### config.mk
export PLATFORM = sky130hd
export DESIGN_NAME = xml_tag_value_extractor_flat
export DESIGN_NICKNAME = d
export VERILOG_FILES = /design/src/sv/xtv_pkg.sv /design/src/sv/xtv_if.sv /design/src/sv/xml_tag_value_extractor.sv /design/src/sv/xtv_scan.sv /design/src/sv/xtv_fifo.sv /design/src/flat_wrapper.sv
export SDC_FILE = /design/constraint.sdc
export NUM_CORES = 1
export LEC_CHECK = 0
export ABC_AREA = 1
export BUFFER_PORTS_ARGS = -buffer_cell sky130_fd_sc_hd__buf_2
export CAP_MARGIN = 15
export CORE_MARGIN = 8
export CORE_UTILIZATION = 40
export DETAILED_ROUTE_END_ITERATION = 7
export GPL_TIMING_DRIVEN = 0
export SLEW_MARGIN = 20
export SYNTH_ARGS = -nofsm -noshare
export SYNTH_HDL_FRONTEND = slang
export SYNTH_HIERARCHICAL = 1
export SYNTH_SLANG_ARGS = --single-unit
export TNS_END_PERCENT = 50
### constraint.sdc
create_clock -name clock -period 11.7 [get_ports clock]
set_input_delay 1.755 -clock clock [delete_from_list [all_inputs] [get_ports clock]]
set_output_delay 1.755 -clock clock [all_outputs]
set_load 0.05 [all_outputs]
### src/sv/xtv_pkg.sv
package xtv_pkg;

   // Sizing of the tag, the value and the document
   localparam int MAX_TAG_BYTES      = 32;
   localparam int MAX_VALUE_BYTES    = 1024;
   localparam int MAX_DOCUMENT_BYTES = 65536;

   localparam int TAG_LEN_W  = 6;
   localparam int LIMIT_W    = 11;
   localparam int BYTE_IDX_W = 17;
   localparam int POS_W      = 18;

   // One input byte gives at most this many result words
   localparam int MAX_RESULTS = 3;

   // Result queue
   localparam int RSP_FIFO_DEPTH = 8;
   localparam int RSP_PTR_W      = $clog2(RSP_FIFO_DEPTH);
   localparam int RSP_CNT_W      = $clog2(RSP_FIFO_DEPTH + 1);

   // Configuration register indexes
   localparam logic [2:0] CSR_TAG_0_7   = 3'd0;
   localparam logic [2:0] CSR_TAG_8_15  = 3'd1;
   localparam logic [2:0] CSR_TAG_16_23 = 3'd2;
   localparam logic [2:0] CSR_TAG_24_31 = 3'd3;
   localparam logic [2:0] CSR_TAG_LEN   = 3'd4;
   localparam logic [2:0] CSR_LIMIT     = 3'd5;

   // Configuration as seen by the scanner (lengths already clamped)
   typedef struct packed {
      logic [MAX_TAG_BYTES-1:0][7:0] tag;
      logic [TAG_LEN_W-1:0]          tag_len;
      logic [LIMIT_W-1:0]            limit;
   } cfg_type;

   // One result word
   typedef struct packed {
      logic                    result_kind;
      logic [7:0]              value_byte;
      logic [1:0]              finish_status;
      logic signed [POS_W-1:0] end_position;
      logic                    last_result;
   } rsp_word_type;

   // Result words produced by one accepted byte
   typedef struct packed {
      logic [1:0]                         count;
      rsp_word_type [MAX_RESULTS-1:0]     word;
   } push_type;

endpackage

### src/sv/xtv_if.sv
interface xtv_req_if;
   logic       valid;
   logic       ready;
   logic [7:0] data_byte;
   logic       last_byte;

   modport source (output valid, output data_byte, output last_byte, input ready);
   modport sink   (input valid, input data_byte, input last_byte, output ready);
endinterface

interface xtv_rsp_if;
   logic                    valid;
   logic                    ready;
   logic                    result_kind;
   logic [7:0]              value_byte;
   logic [1:0]              finish_status;
   logic signed [17:0]      end_position;
   logic                    last_result;

   modport source (output valid, output result_kind, output value_byte,
                   output finish_status, output end_position, output last_result,
                   input ready);
   modport sink   (input valid, input result_kind, input value_byte,
                   input finish_status, input end_position, input last_result,
                   output ready);
endinterface

interface xtv_csr_if;
   logic        valid;
   logic        ready;
   logic [2:0]  index;
   logic [63:0] data;

   modport source (output valid, output index, output data, input ready);
   modport sink   (input valid, input index, input data, output ready);
endinterface

### src/sv/xml_tag_value_extractor.sv
// Extracts the text of the first element with a configured opening tag from a
// byte stream, one document at a time (last_byte closes a document). Each
// value byte comes out as a word with result_kind 0, and every document ends
// in exactly one report word (result_kind 1, last_result 1) giving the
// status and the end position, or -1 when the tag was never seen. A '<' in
// the value is held for one byte to look for "</". One byte is taken per
// clock; a byte can give up to three words, and the result side, when ready,
// drains one word per clock from an eight-word queue, so req ready drops only
// while the queue holds more than five words. The csr port writes at any time
// (ready is always high) and should be used only while the block is idle.
module xml_tag_value_extractor (
   input  logic       clock,
   input  logic       reset,
   xtv_req_if.sink    req_ch,
   xtv_rsp_if.source  rsp_ch,
   xtv_csr_if.sink    csr_ch
);

   xtv_pkg::cfg_type       cfg_ff, cfg_in;
   xtv_pkg::push_type      push;
   xtv_pkg::rsp_word_type  head;
   logic                   room;
   logic                   not_empty;
   logic                   fire;
   logic [5:0]             len_wr;
   logic [10:0]            lim_wr;

   assign req_ch.ready = room;
   assign fire         = req_ch.valid & room;
   assign csr_ch.ready = 1'b1;

   // Register writes, lengths clamped on the way in
   assign len_wr = csr_ch.data[5:0];
   assign lim_wr = csr_ch.data[10:0];

   always_comb begin
      cfg_in = cfg_ff;
      if (csr_ch.valid) begin
         case (csr_ch.index)
            xtv_pkg::CSR_TAG_0_7:   cfg_in.tag[7:0]   = csr_ch.data;
            xtv_pkg::CSR_TAG_8_15:  cfg_in.tag[15:8]  = csr_ch.data;
            xtv_pkg::CSR_TAG_16_23: cfg_in.tag[23:16] = csr_ch.data;
            xtv_pkg::CSR_TAG_24_31: cfg_in.tag[31:24] = csr_ch.data;
            xtv_pkg::CSR_TAG_LEN: begin
               if (len_wr == '0) begin
                  cfg_in.tag_len = 6'd1;
               end else if (len_wr > 6'(xtv_pkg::MAX_TAG_BYTES)) begin
                  cfg_in.tag_len = 6'(xtv_pkg::MAX_TAG_BYTES);
               end else begin
                  cfg_in.tag_len = len_wr;
               end
            end
            xtv_pkg::CSR_LIMIT: begin
               if (lim_wr > 11'(xtv_pkg::MAX_VALUE_BYTES)) begin
                  cfg_in.limit = 11'(xtv_pkg::MAX_VALUE_BYTES);
               end else begin
                  cfg_in.limit = lim_wr;
               end
            end
            default: begin
            end
         endcase
      end
   end

   always_ff @(posedge clock) begin
      if (reset) begin
         cfg_ff.tag     <= '0;
         cfg_ff.tag_len <= 6'd1;
         cfg_ff.limit   <= 11'(xtv_pkg::MAX_VALUE_BYTES);
      end else begin
         cfg_ff <= cfg_in;
      end
   end

   xtv_scan u_scan (
      .clock     (clock),
      .reset     (reset),
      .fire      (fire),
      .data_byte (req_ch.data_byte),
      .last_byte (req_ch.last_byte),
      .cfg       (cfg_ff),
      .push      (push)
   );

   xtv_fifo u_fifo (
      .clock     (clock),
      .reset     (reset),
      .push      (push),
      .pop       (not_empty & rsp_ch.ready),
      .room      (room),
      .not_empty (not_empty),
      .head      (head)
   );

   // Result channel straight from the queue head
   assign rsp_ch.valid         = not_empty;
   assign rsp_ch.result_kind   = head.result_kind;
   assign rsp_ch.value_byte    = head.value_byte;
   assign rsp_ch.finish_status = head.finish_status;
   assign rsp_ch.end_position  = head.end_position;
   assign rsp_ch.last_result   = head.last_result;

endmodule

### src/sv/xtv_scan.sv
module xtv_scan (
   input  logic               clock,
   input  logic               reset,
   input  logic               fire,
   input  logic [7:0]         data_byte,
   input  logic               last_byte,
   input  xtv_pkg::cfg_type   cfg,
   output xtv_pkg::push_type  push
);

   typedef enum logic [2:0] {
      PH_SEARCH = 3'b001,
      PH_VALUE  = 3'b010,
      PH_DONE   = 3'b100
   } phase_type;

   typedef enum logic [1:0] {
      ST_CLOSED   = 2'd0,
      ST_TRUNC    = 2'd1,
      ST_NOTFOUND = 2'd2,
      ST_ENDED    = 2'd3
   } status_type;

   localparam logic KIND_VALUE  = 1'b0;
   localparam logic KIND_REPORT = 1'b1;

   localparam logic [7:0] CH_OPEN  = 8'h3C;   // '<'
   localparam logic [7:0] CH_SLASH = 8'h2F;   // '/'

   localparam logic [xtv_pkg::POS_W-1:0] POS_CAP =
      xtv_pkg::POS_W'(xtv_pkg::MAX_DOCUMENT_BYTES);
   localparam logic [xtv_pkg::BYTE_IDX_W-1:0] IDX_CAP =
      xtv_pkg::BYTE_IDX_W'(xtv_pkg::MAX_DOCUMENT_BYTES);
   localparam logic [xtv_pkg::POS_W-1:0] POS_NONE = '1;

   function automatic logic [xtv_pkg::POS_W-1:0] cap_pos(
      input logic [xtv_pkg::POS_W-1:0] v);
      return (v > POS_CAP) ? POS_CAP : v;
   endfunction

   function automatic xtv_pkg::rsp_word_type mk_value(input logic [7:0] b);
      xtv_pkg::rsp_word_type w;
      w.result_kind   = KIND_VALUE;
      w.value_byte    = b;
      w.finish_status = ST_CLOSED;
      w.end_position  = '0;
      w.last_result   = 1'b0;
      return w;
   endfunction

   function automatic xtv_pkg::rsp_word_type mk_report(
      input status_type st, input logic [xtv_pkg::POS_W-1:0] pos);
      xtv_pkg::rsp_word_type w;
      w.result_kind   = KIND_REPORT;
      w.value_byte    = 8'd0;
      w.finish_status = st;
      w.end_position  = pos;
      w.last_result   = 1'b1;
      return w;
   endfunction

   phase_type                       phase_ff, phase_in;
   logic [xtv_pkg::TAG_LEN_W-1:0]   match_ff, match_in;
   logic [xtv_pkg::BYTE_IDX_W-1:0]  index_ff, index_in;
   logic [xtv_pkg::LIMIT_W-1:0]     vcount_ff, vcount_in;
   logic                            held_ff, held_in;

   logic [7:0]                      tag_cur;
   logic [xtv_pkg::POS_W-1:0]       pos_here, pos_after, pos_prev;
   logic                            go_on;
   status_type                      end_st;
   logic [1:0]                      n;
   xtv_pkg::rsp_word_type [xtv_pkg::MAX_RESULTS-1:0] words;

   // Tag byte under the match pointer; beyond the tag store reads as zero
   assign tag_cur = match_ff[xtv_pkg::TAG_LEN_W-1] ? 8'd0 :
                    cfg.tag[match_ff[xtv_pkg::TAG_LEN_W-2:0]];

   assign pos_here  = {1'b0, index_ff};
   assign pos_after = cap_pos(pos_here + 1'b1);
   assign pos_prev  = (index_ff == '0) ? '0 : cap_pos(pos_here - 1'b1);

   // One byte of the document: search, value emission, end of document
   always_comb begin
      phase_in  = phase_ff;
      match_in  = match_ff;
      vcount_in = vcount_ff;
      held_in   = held_ff;
      n         = 2'd0;
      words     = '0;
      go_on     = 1'b1;
      end_st    = ST_ENDED;

      case (phase_ff)
         PH_SEARCH: begin
            if (tag_cur == data_byte) begin
               match_in = match_ff + 1'b1;
               if (match_in >= cfg.tag_len) begin
                  phase_in  = PH_VALUE;
                  vcount_in = '0;
                  held_in   = 1'b0;
                  if (cfg.limit == '0) begin
                     words[n] = mk_report(ST_TRUNC, pos_after);
                     n        = n + 2'd1;
                     phase_in = PH_DONE;
                  end
               end
            end else begin
               match_in = (data_byte == cfg.tag[0]) ? 6'd1 : 6'd0;
            end
         end
         PH_VALUE: begin
            if (held_ff) begin
               held_in = 1'b0;
               if (data_byte == CH_SLASH) begin
                  words[n] = mk_report(ST_CLOSED, pos_prev);
                  n        = n + 2'd1;
                  phase_in = PH_DONE;
                  go_on    = 1'b0;
               end else begin
                  words[n]  = mk_value(CH_OPEN);
                  n         = n + 2'd1;
                  vcount_in = vcount_in + 1'b1;
                  if (vcount_in >= cfg.limit) begin
                     words[n] = mk_report(ST_TRUNC, cap_pos(pos_here));
                     n        = n + 2'd1;
                     phase_in = PH_DONE;
                     go_on    = 1'b0;
                  end
               end
            end
            if (go_on) begin
               if (data_byte == CH_OPEN) begin
                  held_in = 1'b1;
               end else begin
                  words[n]  = mk_value(data_byte);
                  n         = n + 2'd1;
                  vcount_in = vcount_in + 1'b1;
                  if (vcount_in >= cfg.limit) begin
                     words[n] = mk_report(ST_TRUNC, pos_after);
                     n        = n + 2'd1;
                     phase_in = PH_DONE;
                  end
               end
            end
         end
         default: begin
         end
      endcase

      // End of document: final report, then rearm
      if (last_byte) begin
         if (phase_in == PH_SEARCH) begin
            words[n] = mk_report(ST_NOTFOUND, POS_NONE);
            n        = n + 2'd1;
         end else if (phase_in == PH_VALUE) begin
            if (held_in) begin
               words[n]  = mk_value(CH_OPEN);
               n         = n + 2'd1;
               vcount_in = vcount_in + 1'b1;
               if (vcount_in >= cfg.limit) begin
                  end_st = ST_TRUNC;
               end
            end
            words[n] = mk_report(end_st, pos_after);
            n        = n + 2'd1;
         end
         phase_in  = PH_SEARCH;
         match_in  = '0;
         vcount_in = '0;
         held_in   = 1'b0;
         index_in  = '0;
      end else begin
         index_in = (index_ff < IDX_CAP) ? index_ff + 1'b1 : index_ff;
      end

      push.count = fire ? n : 2'd0;
      push.word  = words;
   end

   // Scan state
   always_ff @(posedge clock) begin
      if (reset) begin
         phase_ff  <= PH_SEARCH;
         match_ff  <= '0;
         index_ff  <= '0;
         vcount_ff <= '0;
         held_ff   <= 1'b0;
      end else if (fire) begin
         phase_ff  <= phase_in;
         match_ff  <= match_in;
         index_ff  <= index_in;
         vcount_ff <= vcount_in;
         held_ff   <= held_in;
      end
   end

endmodule

### src/sv/xtv_fifo.sv
module xtv_fifo (
   input  logic                          clock,
   input  logic                          reset,
   input  xtv_pkg::push_type             push,
   input  logic                          pop,
   output logic                          room,
   output logic                          not_empty,
   output xtv_pkg::rsp_word_type         head
);

   xtv_pkg::rsp_word_type mem [xtv_pkg::RSP_FIFO_DEPTH];

   logic [xtv_pkg::RSP_PTR_W-1:0] wr_ff, wr_in;
   logic [xtv_pkg::RSP_PTR_W-1:0] rd_ff, rd_in;
   logic [xtv_pkg::RSP_CNT_W-1:0] count_ff, count_in;

   // Room for the worst case of one byte
   assign room      = count_ff <=
                      xtv_pkg::RSP_CNT_W'(xtv_pkg::RSP_FIFO_DEPTH - xtv_pkg::MAX_RESULTS);
   assign not_empty = count_ff != '0;
   assign head      = mem[rd_ff];

   // Pointer and fill updates
   always_comb begin
      wr_in    = wr_ff + xtv_pkg::RSP_PTR_W'(push.count);
      rd_in    = pop ? rd_ff + 1'b1 : rd_ff;
      count_in = count_ff + xtv_pkg::RSP_CNT_W'(push.count)
                 - xtv_pkg::RSP_CNT_W'(pop);
   end

   always_ff @(posedge clock) begin
      if (reset) begin
         wr_ff    <= '0;
         rd_ff    <= '0;
         count_ff <= '0;
      end else begin
         wr_ff    <= wr_in;
         rd_ff    <= rd_in;
         count_ff <= count_in;
      end
   end

   // Up to three words written in one cycle
   always_ff @(posedge clock) begin
      for (int k = 0; k < xtv_pkg::MAX_RESULTS; k++) begin
         if (2'(k) < push.count) begin
            mem[wr_ff + xtv_pkg::RSP_PTR_W'(k)] <= push.word[k];
         end
      end
   end

endmodule

### src/flat_wrapper.sv
// flat-port wrapper written by rule: the top's interface ports become plain ports
module xml_tag_value_extractor_flat 
  (clock, reset, req_ch_valid, req_ch_data_byte, req_ch_last_byte, req_ch_ready, rsp_ch_valid, rsp_ch_result_kind, rsp_ch_value_byte, rsp_ch_finish_status, rsp_ch_end_position, rsp_ch_last_result, rsp_ch_ready, csr_ch_valid, csr_ch_index, csr_ch_data, csr_ch_ready);
  xtv_req_if req_ch_i ();
  xtv_rsp_if rsp_ch_i ();
  xtv_csr_if csr_ch_i ();
  input  logic clock;
  input  logic reset;
  input wire logic [$bits(req_ch_i.valid)-1:0] req_ch_valid;
  input wire logic [$bits(req_ch_i.data_byte)-1:0] req_ch_data_byte;
  input wire logic [$bits(req_ch_i.last_byte)-1:0] req_ch_last_byte;
  output wire logic [$bits(req_ch_i.ready)-1:0] req_ch_ready;
  output wire logic [$bits(rsp_ch_i.valid)-1:0] rsp_ch_valid;
  output wire logic [$bits(rsp_ch_i.result_kind)-1:0] rsp_ch_result_kind;
  output wire logic [$bits(rsp_ch_i.value_byte)-1:0] rsp_ch_value_byte;
  output wire logic [$bits(rsp_ch_i.finish_status)-1:0] rsp_ch_finish_status;
  output wire logic [$bits(rsp_ch_i.end_position)-1:0] rsp_ch_end_position;
  output wire logic [$bits(rsp_ch_i.last_result)-1:0] rsp_ch_last_result;
  input wire logic [$bits(rsp_ch_i.ready)-1:0] rsp_ch_ready;
  input wire logic [$bits(csr_ch_i.valid)-1:0] csr_ch_valid;
  input wire logic [$bits(csr_ch_i.index)-1:0] csr_ch_index;
  input wire logic [$bits(csr_ch_i.data)-1:0] csr_ch_data;
  output wire logic [$bits(csr_ch_i.ready)-1:0] csr_ch_ready;
  assign req_ch_i.valid = req_ch_valid;
  assign req_ch_i.data_byte = req_ch_data_byte;
  assign req_ch_i.last_byte = req_ch_last_byte;
  assign req_ch_ready = req_ch_i.ready;
  assign rsp_ch_valid = rsp_ch_i.valid;
  assign rsp_ch_result_kind = rsp_ch_i.result_kind;
  assign rsp_ch_value_byte = rsp_ch_i.value_byte;
  assign rsp_ch_finish_status = rsp_ch_i.finish_status;
  assign rsp_ch_end_position = rsp_ch_i.end_position;
  assign rsp_ch_last_result = rsp_ch_i.last_result;
  assign rsp_ch_i.ready = rsp_ch_ready;
  assign csr_ch_i.valid = csr_ch_valid;
  assign csr_ch_i.index = csr_ch_index;
  assign csr_ch_i.data = csr_ch_data;
  assign csr_ch_ready = csr_ch_i.ready;
  xml_tag_value_extractor u_core (.clock(clock), .reset(reset), .req_ch(req_ch_i), .rsp_ch(rsp_ch_i), .csr_ch(csr_ch_i));
endmodule
## After elaboration in Yosys (flattened, before gate mapping)

Memories as Yosys holds them, arrays and structs flattened. A register that Yosys moved wholly into a read port is not among the register bits.
Cells that the tools add are included.
W data, S select, Z words.

- Bitwise logic cells: 8
- Reductions and logical operators: 19
- Equal/unequal tests: 13
- Order comparisons: 23
- Multiplexer cells: 109
- $add $sub $neg: 17

Operators by type and width:

| cell | count |
|---|---|
| $mux W90 | 10 |
| $mux W30 | 10 |
| $bwmux W90 | 3 |
| $demux W30 S2 | 4 |
| $mux W60 | 3 |
| $mux W11 | 9 |
| $and A78 B78 Y78 | 1 |
| $not A78 Y78 | 1 |
| $or A63 B63 Y63 | 1 |
| $pmux W30 S2 | 1 |
| $mux W18 | 3 |
| $mux W17 | 3 |
| $bmux W8 S5 | 1 |
| $mux W2 | 20 |
| $gt A18 B17 Y1 const B | 2 |
| $mux W3 | 12 |
| $add A11 B1 Y11 const B | 3 |
| $ge A11 B11 Y1 | 3 |
| $mux W6 | 5 |
| $and A27 B27 Y27 | 1 |
| $not A27 Y27 | 1 |
| $pmux W11 S2 | 1 |
| $mux W1 | 19 |
| $add A17 B1 Y18 const B | 1 |
| other kinds (39) | 71 |

- Input port bits: 81
- Memory bits (writable): 240
- Register bits: 321
- Word-level logic and storage cells: 232
- Output and inout bits: 33
- Memories: 1

Memory list:

| name | depth | bits a word | rd ports | clocked after Yosys merged registers in | wr ports | line | source |
|---|---|---|---|---|---|---|---|
| u_core.u_fifo.mem | 8 | 30 | 1 | 1 | 3 | xtv_fifo.sv:11 | `xtv_pkg::rsp_word_type mem [xtv_pkg::RSP_FIFO_DEPTH];` |

## Longest topological paths before layout

- Word-level depth: 26
- Mapped depth: 44
- Depth with buffers taken out: 43

## By module

Netlist, hierarchy kept.

By module, submodules not included:

| module | sequential area each (um^2) | instances | cells each | area an instance (um^2) |
|---|---|---|---|---|
| xtv_fifo | 7467.2 | 1 | 2312 | 16789.9 |
| xml_tag_value_extractor | 5465.2 | 1 | 1204 | 9555.4 |
| xtv_scan | 760.7 | 1 | 1776 | 9340.2 |

## Worst setup path before layout

No wires, ideal clock.

- Path type: input-to-reg
- Start point: input port req_ch_data_byte[5]
- End point: memory u_core/u_fifo/mem[7][0] (netlist bit) (enable)
- Path slack: 4.016 ns
- Cell stages on the path: 37
- Required time: 11.308 ns
- Data arrival time: 7.292 ns
- Buffers on the path: 2
- Library setup time: 0.392 ns
- Cells stage by stage: inv_2 > nor3_1 > nand2_1 > nand2_2 > buf_4 > xor2_2 > ha_1 > nand3_1 > nor2_1 > nand2_1 > inv_1 > nand2_1 > inv_2 > nand3_1 > xnor2_1 > inv_1 > ha_1 > nand2_1 > nor2_1 > o311ai_0 > nand3_1 > inv_1 > nand2_1 > o31ai_1 > o21ai_0 > nand2_1 > ha_1 > inv_1 > a21oi_1 > ha_1 > nand2_1 > a31oi_1 > nand2_1 > inv_2 > nand4_1 > clkbuf_1 > nand3_1

RTL lines:

| element | line | source |
|---|---|---|
| start, declared | flat_wrapper.sv:10 | `input wire logic [$bits(req_ch_i.data_byte)-1:0] req_ch_data_byte;` |
| end, declared | xtv_fifo.sv:11 |  |

==> run_results.csv <==
group,metric,value,unit
clock_network,cts_tree,"done",
grt,grt_usage,28.4,%
yosys,yosysSeqAreaShare,38.4,%
yosys,ys.flop_type,"dfxtp_1",
finish,final_cell_mix,"nand2_1 (1493), nor2_1 (669), nand3_1 (535)",
floorplanning,rows,109,
detailed_routing,drc,0,
yosys,synth_largest_area_cell,"edfxtp_1",
floorplanning,design.core.area,88400,um^2
setup_path,rr_worst_depth,32,
grt,grt_start_max_net_pins,24,
setup_path,rr_startpoint,"u_core/u_scan/vcount_ff[0]",
setup_path,crit_required,12.03,ns
clock_network,cts_buffer_depth,3,
timing,setup_viol_count_final,0,
clock_network,h-tree-depth,3,
yosys,ys_seq_elements,564,
detailed_routing,finalWirelength,147000,um
detailed_routing,viasPerCell,5.60,
floorplanning,dieWidth,315,um
power,ir_drop,0.125,mV
timing,post-route-min-period,8.53,ns
detailed_routing,drt_iter0_drc,4163,
timing,maxSlewViolCount,0,
yosys,synth-edff-count,240,
clock_network,numCtsBuffers,69,
finish,areaGrowthSynthToFinish,13.0,%
clock_network,clk-insertion-delay-late,0.66,ns
timing,worstMarginPinSlew,1.09,ns
power,sw_frac_of_total,38.5,%
yosys,yosys_warnings,6,
detailed_routing,via_count,37500,
floorplanning,dieArea,99000,um^2
floorplanning,start_util,40.4,%
power,finalPower,6.49,mW
setup_path,critPathCaptureType,"flip-flop",
power,power_frac_seq,34.6,%
setup_path,path_class,"in -> reg",
timing,hold_viol,0,
grt,antenna_found_initial,3,
setup_path,critPathMaxStageDelay,0.74,ns
floorplanning,boundaryPins,114,
power,p_comb_share,30.8,%
yosys,syn-cell-area,35700,um^2
grt,grt_pass1_vias,35100,
timing,max_slew_margin,27.3,%
setup_path,r2r_slack,3.39,ns
yosys,synthArstFlopShare,0,%
setup_path,crit_path_frequent_cell,"nand2_1",
setup_path,critical_path.slowest_cell,"a31oi_1",
worst_hold_path,hp-start,"u_core/cfg_ff[209]",
timing,clock.fmax,0.117,GHz
setup_path,crit_fanout,23,
finish,nets,5632,
clock_network,cts_resized,0,
worst_hold_path,hold_class,"reg -> reg",
place,hpwlAfterDp,113000,um
floorplanning,die_h,315,um
finish,drive_gt1_share,9.86,%
grt,grt_pass1_wl,218000,um
finish,final_common_cell,"nand2_1",
yosys,synth_cell_types,60,
run,drv_cap,0,
place,routabilityCongestion,0.982,
clock_network,ctsHoldBuffers,0,
clock_network,clock-sinks,564,
detailed_routing,dr.pass1.iters,6,
timing,fin_skew,0.0817,ns
setup_path,worst_r2r_endpoint,"u_core/u_fifo/mem[7][13]",
clock_network,cts.clk_slew.worst_paths,0.06,ns
clock_network,root_buffer,"clkbuf_16",
timing,tns,0,ns
worst_hold_path,min_path_cells,2,
detailed_routing,antenna_left,0,
place,place_area,37900,um^2
detailed_routing,avgRoutedWirePerCell,21.9,um
yosys,synth_top_area_share,20.2,%
timing,rsz0062_at_grt,"false",
power,p_clk_share,34.6,%
worst_hold_path,min_to,"u_core/cfg_ff[209]",
run_status,status,"finished, final reports clean",
setup_path,worstPathArrival,8.86,ns
clock_network,post_cts_buffers,0,
power,power.switching,2.50,mW
power,p_int,3.99,mW
finish,fin_area,40300,um^2
yosys,yosys-top-cells-area,"edfxtp_1 (20%), dfxtp_1 (18%), nand2_1 (16%)",
power,powerDensity,161,nW/um^2
timing,final.period_utilization,72.9,%
place,port_buffers,111,
yosys,syn_nets,5442,
grt,grt-ovfl-total,0,
power,p_leak,17.4,nW
yosys,synth_cells,5292,
yosys,syn_avg_cell_area,6.74,um^2
setup_path,start_kind,"input pin",
-- worst max-delay path, delay by kind of cell --
kind,cells,cell delay (ns)
adder cells (fa/ha/maj),4,1.20
XOR/XNOR,2,0.45
AO/OA/AOI/OAI,5,1.23
AND/OR/NAND/NOR,18,2.53
buffers and inverters,10,1.62
-- cell type report --
class                   count  area [um^2]
fillers                  9223        48000
multi-input cells        3977        18700
flip-flops and latches    564        13700
plain buffers             413         2090
clock buffers              91         1910
well taps                1165         1460
inverters                 338         1270
repair buffers            119          761
clock inverters            33          477
diodes                      1         2.50
-- cell usage after synthesis (all sizes together), types with 2 or more instances --
cell	n
inv	330
or2	8
dfxtp	324
o21ai	540
clkinv	8
or3	2
nor3	35
nand2	1507
o32ai	2
a21o	3
nor4	8
nor2	678
o221ai	9
a31oi	2
nand4	278
and3	2
clkbuf	194
a211oi	2
o21a	4
buf	219
o22ai	25
nand3	548
o31ai	3
edfxtp	240
o211ai	5
a21oi	173
xnor2	15
fa	2
a31o	9
ha	67
o2111ai	2
xor2	40
-- how the worst max path moves through the flow --
| stage | start | to | cells after the start |
|---|---|---|---|
| after floorplan | req_ch_data_byte[5] | u_core/u_fifo/mem[7][0] | 37 |
| after global placement | req_ch_data_byte[5] | u_core/u_fifo/mem[7][12] | 38 |
| after detailed placement | req_ch_data_byte[5] | u_core/u_fifo/mem[7][13] | 39 |
| after CTS | req_ch_data_byte[5] | u_core/u_fifo/mem[1][18] | 39 |
| after global routing | req_ch_data_byte[0] | u_core/u_fifo/mem[7][5] | 39 |
| final | req_ch_data_byte[0] | u_core/u_fifo/mem[7][13] | 39 |
-- per-layer routing --
| metal | GRT usage (%) | vias to the layer above | part of all wire (%) |
|---|---|---|---|
| met2 | 45.3 | 1757 | 45 |
| li1 | - | 18000 | - |
| met1 | 37.9 | 17400 | 42 |
| met4 | 13.3 | 2 | 5.1 |
| met5 | 0 | - | 0.0068 |
| met3 | 3.62 | 337 | 8.0 |
-- metrics by stage --
step,setup slack (ns),utilization [%],cells,hold WS [ns]
after floorplan,4.02,-,5292,0.423
after global placement,1.80,42.7,6568,0.432
after detailed placement,2.64,42.9,6576,0.435
after CTS,3.28,45.6,6700,0.445
after global routing,2.52,45.6,6700,0.460
final,3.17,45.6,6701,0.446
-- flip-flops by register name, indices dropped and copies added, names as in the netlist, named ones only --
name and count:
u_core/u_scan/index_ff 17, u_core/u_fifo/rd_ff 3, u_core/u_fifo/count_ff 4, u_core/u_scan/phase_ff 3, u_core/u_fifo/wr_ff 3, u_core/u_scan/held_ff 1, u_core/cfg_ff 273, u_core/u_scan/vcount_ff 11
u_core/u_fifo/mem 240, u_core/u_scan/match_ff 6
-- logic make-up (layout without fill, tap and decap cells) --
kind of cell,count (synthesis),in the layout,share of synthesized area [%]
multiplexers,1,1,0.0281
AND/OR/NAND/NOR,3067,3067,36.8
buffers and inverters,751,994,9.42
XOR/XNOR,55,55,1.37
flip-flops,564,564,38.4
adder cells (fa/ha/maj),69,69,2.46
other,1,2,0.0105
AO/OA/AOI/OAI,784,784,11.5
-- power groups by stage --
stage | combinational [mW] | clock [mW] | sequential, mW
floorplan | 1.32 | 0 | 2.27
global placement | 1.94 | 0 | 2.29
detailed placement | 1.98 | 0 | 2.29
CTS | 1.98 | 2.28 | 2.25
global route | 2.18 | 2.36 | 2.25
finish | 2.00 | 2.24 | 2.25
Power figures use the tool's default switching activity.
